==> src/rtl/two_level_page_table_mapper_macros.svh <==
// Assertion helpers for the page table mapper.
`ifndef TWO_LEVEL_PAGE_TABLE_MAPPER_MACROS_SVH
`define TWO_LEVEL_PAGE_TABLE_MAPPER_MACROS_SVH
`ifndef SYNTHESIS
// Check that a property holds at every edge outside reset.
`define TPM_ASSERT(lbl, clk, rst_n, prop, msg) \
  lbl: assert property (@(posedge clk) disable iff (!rst_n) prop) else $error(msg);
// Check that a condition never occurs outside reset.
`define TPM_ASSERT_NEVER(lbl, clk, rst_n, cond, msg) \
  lbl: assert property (@(posedge clk) disable iff (!rst_n) !(cond)) else $error(msg);
`else
`define TPM_ASSERT(lbl, clk, rst_n, prop, msg)
`define TPM_ASSERT_NEVER(lbl, clk, rst_n, cond, msg)
`endif
`endif

==> src/rtl/tpm_pkg.sv <==
`default_nettype none
package tpm_pkg;

  localparam int unsigned VA_W       = 32;
  localparam int unsigned IDX_W      = 10;
  localparam int unsigned FRAME_W    = 20;
  localparam int unsigned PAGE_SHIFT = 12;
  localparam int unsigned DIR_LSB    = 22;
  localparam int unsigned TBL_LSB    = 12;
  localparam int unsigned TBL_ENTRIES = 1024;
  localparam int unsigned DIR_ENTRIES = 1024;
  // table entry: bit 0 present, bits 20..1 frame
  localparam int unsigned PENT_W     = FRAME_W + 1;

  localparam int unsigned IN_TDATA_W  = 64;
  localparam int unsigned OUT_TDATA_W = 40;

  localparam logic REQ_MAP   = 1'b0;
  localparam logic REQ_UNMAP = 1'b1;

  typedef enum logic [1:0] {
    ST_DONE       = 2'd0,
    ST_NOT_MAPPED = 2'd1,
    ST_POOL_FULL  = 2'd2
  } status_e;

  typedef struct packed {
    logic [VA_W-1:0] freed_addr;
    status_e         status;
  } result_t;

  // memory port strobes
  typedef struct packed {
    logic re;
    logic we;
  } mem_ctl_t;

endpackage
`default_nettype wire

==> src/rtl/tpm_seq.sv <==
`default_nettype none
`include "two_level_page_table_mapper_macros.svh"
module tpm_seq #(
  parameter int unsigned TABLE_SLOTS = 64
) (
  input  wire                       clk_i,
  input  wire                       rst_ni,
  // request
  input  wire                       in_valid_i,
  output logic                      in_ready_o,
  input  wire                       req_type_i,
  input  wire  [tpm_pkg::VA_W-1:0]  virt_addr_i,
  input  wire  [tpm_pkg::VA_W-1:0]  phys_addr_i,
  // result
  input  wire                       out_free_i,
  output logic                      res_valid_o,
  output tpm_pkg::result_t          res_o,
  // directory memory
  output tpm_pkg::mem_ctl_t         dir_ctl_o,
  output logic [tpm_pkg::IDX_W-1:0] dir_waddr_o,
  output logic [((TABLE_SLOTS > 1) ? $clog2(TABLE_SLOTS) : 1):0] dir_wdata_o,
  output logic [tpm_pkg::IDX_W-1:0] dir_raddr_o,
  input  wire  [((TABLE_SLOTS > 1) ? $clog2(TABLE_SLOTS) : 1):0] dir_rdata_i,
  // table pool memory
  output tpm_pkg::mem_ctl_t         pool_ctl_o,
  output logic [$clog2(TABLE_SLOTS*tpm_pkg::TBL_ENTRIES)-1:0] pool_waddr_o,
  output logic [tpm_pkg::PENT_W-1:0] pool_wdata_o,
  output logic [$clog2(TABLE_SLOTS*tpm_pkg::TBL_ENTRIES)-1:0] pool_raddr_o,
  input  wire  [tpm_pkg::PENT_W-1:0] pool_rdata_i
);

  localparam int unsigned SW     = (TABLE_SLOTS > 1) ? $clog2(TABLE_SLOTS) : 1;
  localparam int unsigned NW     = $clog2(TABLE_SLOTS + 1);
  localparam int unsigned DEPTH  = TABLE_SLOTS * tpm_pkg::TBL_ENTRIES;
  localparam int unsigned PAW    = $clog2(DEPTH);
  localparam int unsigned IW     = tpm_pkg::IDX_W;
  localparam int unsigned FW     = tpm_pkg::FRAME_W;

  localparam logic [2:0] S_CLEAR = 3'd0;
  localparam logic [2:0] S_IDLE  = 3'd1;
  localparam logic [2:0] S_DIR   = 3'd2;
  localparam logic [2:0] S_TBL   = 3'd3;
  localparam logic [2:0] S_OUT   = 3'd4;

  logic [2:0]       state_q, state_d;
  logic [PAW-1:0]   clr_q, clr_d;
  logic [NW-1:0]    next_q, next_d;
  logic             req_q, req_d;
  logic [IW-1:0]    didx_q, didx_d;
  logic [IW-1:0]    tidx_q, tidx_d;
  logic [FW-1:0]    frame_q, frame_d;
  logic [SW-1:0]    slot_q, slot_d;
  tpm_pkg::result_t res_q, res_d;

  logic             dent_present;
  logic [SW-1:0]    dent_slot;
  logic [SW-1:0]    new_slot;
  logic             pool_full;
  logic             alloc;

  assign dent_present = dir_rdata_i[0];
  assign dent_slot    = dir_rdata_i[SW:1];
  assign new_slot     = SW'(next_q);
  assign pool_full    = (next_q == NW'(TABLE_SLOTS));

  always_comb begin
    state_d      = state_q;
    clr_d        = clr_q;
    next_d       = next_q;
    req_d        = req_q;
    didx_d       = didx_q;
    tidx_d       = tidx_q;
    frame_d      = frame_q;
    slot_d       = slot_q;
    res_d        = res_q;
    in_ready_o   = 1'b0;
    res_valid_o  = 1'b0;
    alloc        = 1'b0;
    dir_ctl_o    = '0;
    dir_waddr_o  = didx_q;
    dir_wdata_o  = '0;
    dir_raddr_o  = virt_addr_i[tpm_pkg::DIR_LSB +: IW];
    pool_ctl_o   = '0;
    pool_waddr_o = PAW'({slot_q, tidx_q});
    pool_wdata_o = '0;
    pool_raddr_o = PAW'({dent_slot, tidx_q});

    unique case (state_q)
      S_CLEAR: begin
        // sweep both stores with zeros, directory wraps inside the pool sweep
        dir_ctl_o.we  = 1'b1;
        dir_waddr_o   = clr_q[IW-1:0];
        pool_ctl_o.we = 1'b1;
        pool_waddr_o  = clr_q;
        clr_d         = clr_q + 1'b1;
        if (clr_q == PAW'(DEPTH - 1)) begin
          state_d = S_IDLE;
        end
      end
      S_IDLE: begin
        in_ready_o = 1'b1;
        if (in_valid_i) begin
          dir_ctl_o.re = 1'b1;
          req_d        = req_type_i;
          didx_d       = virt_addr_i[tpm_pkg::DIR_LSB +: IW];
          tidx_d       = virt_addr_i[tpm_pkg::TBL_LSB +: IW];
          frame_d      = phys_addr_i[tpm_pkg::PAGE_SHIFT +: FW];
          state_d      = S_DIR;
        end
      end
      S_DIR: begin
        res_d.freed_addr = '0;
        res_d.status     = tpm_pkg::ST_DONE;
        state_d          = S_OUT;
        if (req_q == tpm_pkg::REQ_MAP) begin
          if (dent_present) begin
            pool_ctl_o.we = 1'b1;
            pool_waddr_o  = PAW'({dent_slot, tidx_q});
            pool_wdata_o  = {frame_q, 1'b1};
          end else if (pool_full) begin
            res_d.status = tpm_pkg::ST_POOL_FULL;
          end else begin
            // hand out the next table, it is already clear
            alloc         = 1'b1;
            dir_ctl_o.we  = 1'b1;
            dir_wdata_o   = {new_slot, 1'b1};
            next_d        = next_q + 1'b1;
            pool_ctl_o.we = 1'b1;
            pool_waddr_o  = PAW'({new_slot, tidx_q});
            pool_wdata_o  = {frame_q, 1'b1};
          end
        end else begin
          if (dent_present) begin
            pool_ctl_o.re = 1'b1;
            slot_d        = dent_slot;
            state_d       = S_TBL;
          end else begin
            res_d.status = tpm_pkg::ST_NOT_MAPPED;
          end
        end
      end
      S_TBL: begin
        state_d = S_OUT;
        if (pool_rdata_i[0]) begin
          pool_ctl_o.we    = 1'b1;
          res_d.freed_addr = {pool_rdata_i[FW:1], {tpm_pkg::PAGE_SHIFT{1'b0}}};
          res_d.status     = tpm_pkg::ST_DONE;
        end else begin
          res_d.freed_addr = '0;
          res_d.status     = tpm_pkg::ST_NOT_MAPPED;
        end
      end
      S_OUT: begin
        if (out_free_i) begin
          res_valid_o = 1'b1;
          state_d     = S_IDLE;
        end
      end
      default: begin
        state_d = S_IDLE;
      end
    endcase
  end

  assign res_o = res_q;

  always_ff @(posedge clk_i or negedge rst_ni) begin
    if (!rst_ni) begin
      state_q <= S_CLEAR;
      clr_q   <= '0;
      next_q  <= '0;
    end else begin
      state_q <= state_d;
      clr_q   <= clr_d;
      next_q  <= next_d;
    end
  end

  always_ff @(posedge clk_i) begin
    req_q   <= req_d;
    didx_q  <= didx_d;
    tidx_q  <= tidx_d;
    frame_q <= frame_d;
    slot_q  <= slot_d;
    res_q   <= res_d;
  end

  `TPM_ASSERT(a_alloc_step, clk_i, rst_ni, alloc |=> (next_q == $past(next_q) + 1'b1), "slot count did not advance by one")
  `TPM_ASSERT(a_slot_bound, clk_i, rst_ni, (next_q <= NW'(TABLE_SLOTS)), "slot count beyond pool size")
  `TPM_ASSERT_NEVER(a_no_take_clear, clk_i, rst_ni, (state_q == S_CLEAR) && in_ready_o, "request taken during clearing pass")
  `TPM_ASSERT(a_out_then_idle, clk_i, rst_ni, res_valid_o |=> (state_q == S_IDLE), "no return to idle after result")
  `TPM_ASSERT_NEVER(a_idle_no_write, clk_i, rst_ni, (state_q == S_IDLE) && (pool_ctl_o.we || dir_ctl_o.we), "store written while idle")

endmodule
`default_nettype wire

==> config.mk <==
export PLATFORM = sky130hd
export DESIGN_NAME = tpm_seq
export DESIGN_NICKNAME = d
export VERILOG_FILES = /design/src/rtl/tpm_pkg.sv /design/src/rtl/tpm_seq.sv
export VERILOG_INCLUDE_DIRS = /design/src /design/src/rtl
export SDC_FILE = /design/constraint.sdc
export NUM_CORES = 1
export LEC_CHECK = 0
export BUFFER_PORTS_ARGS = -buffer_cell sky130_fd_sc_hd__buf_2
export CAP_MARGIN = 30
export CORE_MARGIN = 5
export CORE_UTILIZATION = 30
export DETAILED_ROUTE_END_ITERATION = 10
export REMOVE_ABC_BUFFERS = 1
export SLEW_MARGIN = 20
export SYNTH_ARGS = -nofsm -noshare
export SYNTH_HDL_FRONTEND = slang
export SYNTH_SLANG_ARGS = --single-unit
==> constraint.sdc <==
create_clock -name clk_i -period 5 [get_ports clk_i]
set_input_delay 0 -clock clk_i [delete_from_list [all_inputs] [get_ports clk_i]]
set_output_delay 0 -clock clk_i [all_outputs]
set_load 0.005 [all_outputs]
==> flow_metrics.tcl <==
set metrics [dict create \
    finalCritPeriodShare_pct 56.6 \
    setup_violations 0 \
    via_count 3435 \
    io_pins 217 \
    final_antenna_net_count 0 \
    ir_drop_v 0.000273 \
    final_layout_size_suffix_gt1_share_pct 34.9 \
    ys.flop_type "edfxtp_1" \
    dieArea_sq_um 17000 \
    syn-cell-area_sq_um 4340 \
    start_kind "flip-flop" \
    r2r_cells 4 \
    hold_buffers 70 \
    r2r-start "state_q[0]$_DFFE_PN0P_" \
    drv_slew 0 \
    seq_area_frac_synth_pct 62.7 \
    gr-usage-all-layers_pct 13.4 \
    cts_buffer_depth 2 \
    fin_nets 691 \
    area_growth_pct 45.1 \
    grt_pass1_vias 3523 \
    grt_setup_unrepaired "no" \
    fin_util_pct 43.8 \
    yosys-top-cells-count "69 x edfxtp_1, 62 x nand2_1, 31 x and3_1, 28 x and2_1, 28 x buf_4" \
    regToRegSetupSlack_ns 2.74 \
    seqPwrFrac_pct 41.5 \
    cts-root-buf "clkbuf_16" \
    synth.distinct_cells 45 \
    cts_setup_buffers 0 \
    yosysWarnings 0 \
    synth_edf_count 69 \
    critPathLaunch "next_q[0]$_DFFE_PN0P_" \
    gp_congestion 0.746 \
    yosysMostFrequentCell "edfxtp_1" \
    core_sq_um 14400 \
    comb_power_share_pct 33.1 \
    cap_viol_max_count 0 \
    hold_path_class "input pin to flip-flop" \
    overflow 0 \
    fmax_ghz 0.354 \
    hold_violations 0 \
    synth_top_area_cell "edfxtp_1" \
    worstReg2RegEnd "next_q[5]$_DFFE_PN0P_" \
    dp_hpwl_mm 8.04 \
    rows 44 \
    drt_pass1_iterations 4 \
    slew_headroom_pct 48.2 \
    finalWirelength_mm 11.4 \
    cp_max_fo 22 \
    syn_area_per_cell_sq_um 12.1 \
    antenna_found_initial 0 \
    cp.arrival_ns 2.83 \
    crit_path_end_kind "output port" \
    synth_top_area_share_pct 47.7 \
    vias_per_cell 4.40 \
    async_reset_ff_share_pct 27.4 \
    ys_seq_elements 95 \
    p_sw_share_pct 32.7 \
    final.setup.tns_ns 0 \
    layout_min_cycle_time_ns 2.83 \
    p_int_mw 1.91 \
    worstPathRequired_ns 5.00 \
    drt_iter0_markers 106 \
    outcome "complete, no violations" \
    wl_per_cell_um 14.6 \
    grt_pass1_wl_mm 17.5 \
    syn_inst 360 \
    tritoncts "built" \
    yosys-top-cells-area "edfxtp_1 48%, dfrtp_1 15%, nand2_1 5.4%, buf_4 4.8%, and3_1 4.5%" \
    n_antenna_cell 0 \
    fin_skew_ns 0.00445 \
    clock-sinks 95 \
    port_buffers 180 \
    p_sw_mw 0.925 \
    grt_max_degree 27 \
    htree_levels 3 \
    worst_pin_slew_ns 0.775 \
    clkLatencyLatePin_ns 0.34 \
    power.density_nw_per_um2 450 \
    drc 0 \
    worst-setup-path-type "flip-flop to output port" \
    path_clk_slew_ns 0.06 \
    setup.worst_path.end "pool_ctl_o[0]" \
    clkPwrFrac_pct 25.4 \
    cts-resized-gates 0 \
    die_w_um 130 \
    die_h_um 130 \
    hold_path_depth 4 \
    leakage_nw 2.99 \
    initial_core_util_pct 30.2 \
    cts_inserted_buffers 9 \
]
final cells by class:
| cell class | instances | area [sq um] |
|---|---|---|
| clock buffers | 9 | 225 |
| clock inverters | 7 | 87.6 |
| fillers | 1348 | 8070 |
| inverters | 9 | 33.8 |
| multi-input cells | 222 | 1340 |
| flip-flops and latches | 95 | 2720 |
| well taps | 184 | 230 |
| repair buffers | 254 | 1660 |
cells in the final DEF (no fill, tap or decap), types with 2 or more instances in the layout:
cell type and count:
nand4_1 4, buf_2 180, dlygate4sd3_1 70, ha_1 3
a21o_1 3, clkinvlp_4 2, edfxtp_1 69, xor2_1 4
nand2_1 62, a222oi_1 2, clkinv_1 2, nor3b_1 2
nor2_1 7, and2_1 27, xnor2_1 17, and3_1 31
nand3_1 10, nor3_1 3, dfrtp_1 26, nor4b_2 2
o21ai_0 5, and4_1 3, a21oi_1 2, clkbuf_16 9
conb_1 12, bufinv_16 2, or2_2 3, buf_4 2
inv_1 9
layer usage:
metal	global-route usage (%)	up-vias	wire length, um
li1	-	1676	-
met3	5.03	10	1010
met2	22.3	139	5460
met1	16.3	1610	4750
met5	0	-	0
met4	3.55	0	133
sequential cells by signal, summed over array words and instances, names as in the netlist:
signal / flops
res_o: 22
frame_q: 20
clr_q: 16
didx_q: 10
tidx_q: 10
next_q: 7
slot_q: 6
state_q: 3
req_q: 1
worst min path at each step:
stage | from | endpoint | slack, ns
5_1_grt | in_valid_i | state_q[0]$_DFFE_PN0P_ | 0.03
3_3_place_gp | rst_ni | next_q[5]$_DFFE_PN0P_ | 0.04
4_1_cts | in_valid_i | state_q[0]$_DFFE_PN0P_ | 0.02
6_report | in_valid_i | state_q[0]$_DFFE_PN0P_ | 0.04
2_1_floorplan | rst_ni | clr_q[0]$_DFFE_PN0N_ | -0.30
3_5_place_dp | rst_ni | next_q[5]$_DFFE_PN0P_ | 0.04
critical path: stages (launching register included):
cell and delay [ns]:
dfrtp_1 0.44, inv_1 0.12, ha_1 0.16, nor4b_2 0.40
nand2_1 0.51, and2_1 0.35, or3_1 0.36, buf_2 0.15
through the flow:
step	setup WS [ns]	cell area (sq um)	std cells	power, mW	hold slack (ns)
detailed placement	2.54	5280	694	2.11	0.0445
finish	2.17	6300	780	2.83	0.0397
floorplan	2.54	4100	326	1.63	-0.296
CTS	2.14	6300	780	2.89	0.0223
global placement	2.44	5240	691	2.07	0.0370
global route	1.94	6300	780	3.04	0.0320
power by group through the flow:
| stage | combinational [mW] | sequential, mW | clock [mW] |
|---|---|---|---|
| 2_1_floorplan | 0.456 | 1.17 | 0 |
| 3_3_place_gp | 0.877 | 1.19 | 0 |
| 3_5_place_dp | 0.919 | 1.19 | 0 |
| 4_1_cts | 0.965 | 1.18 | 0.746 |
| 5_1_grt | 1.06 | 1.20 | 0.776 |
| 6_report | 0.938 | 1.17 | 0.718 |
cell families after synthesis:
family                   synth area share (%)
XOR/XNOR                                 4.24
AND/OR/NAND/NOR                          20.4
flip-flops                               62.7
buffers and inverters                    7.38
adder cells (fa/ha/maj)                 0.865
other                                  0.0864
AO/OA/AOI/OAI                            4.30
Power figures use the tool's default switching activity.
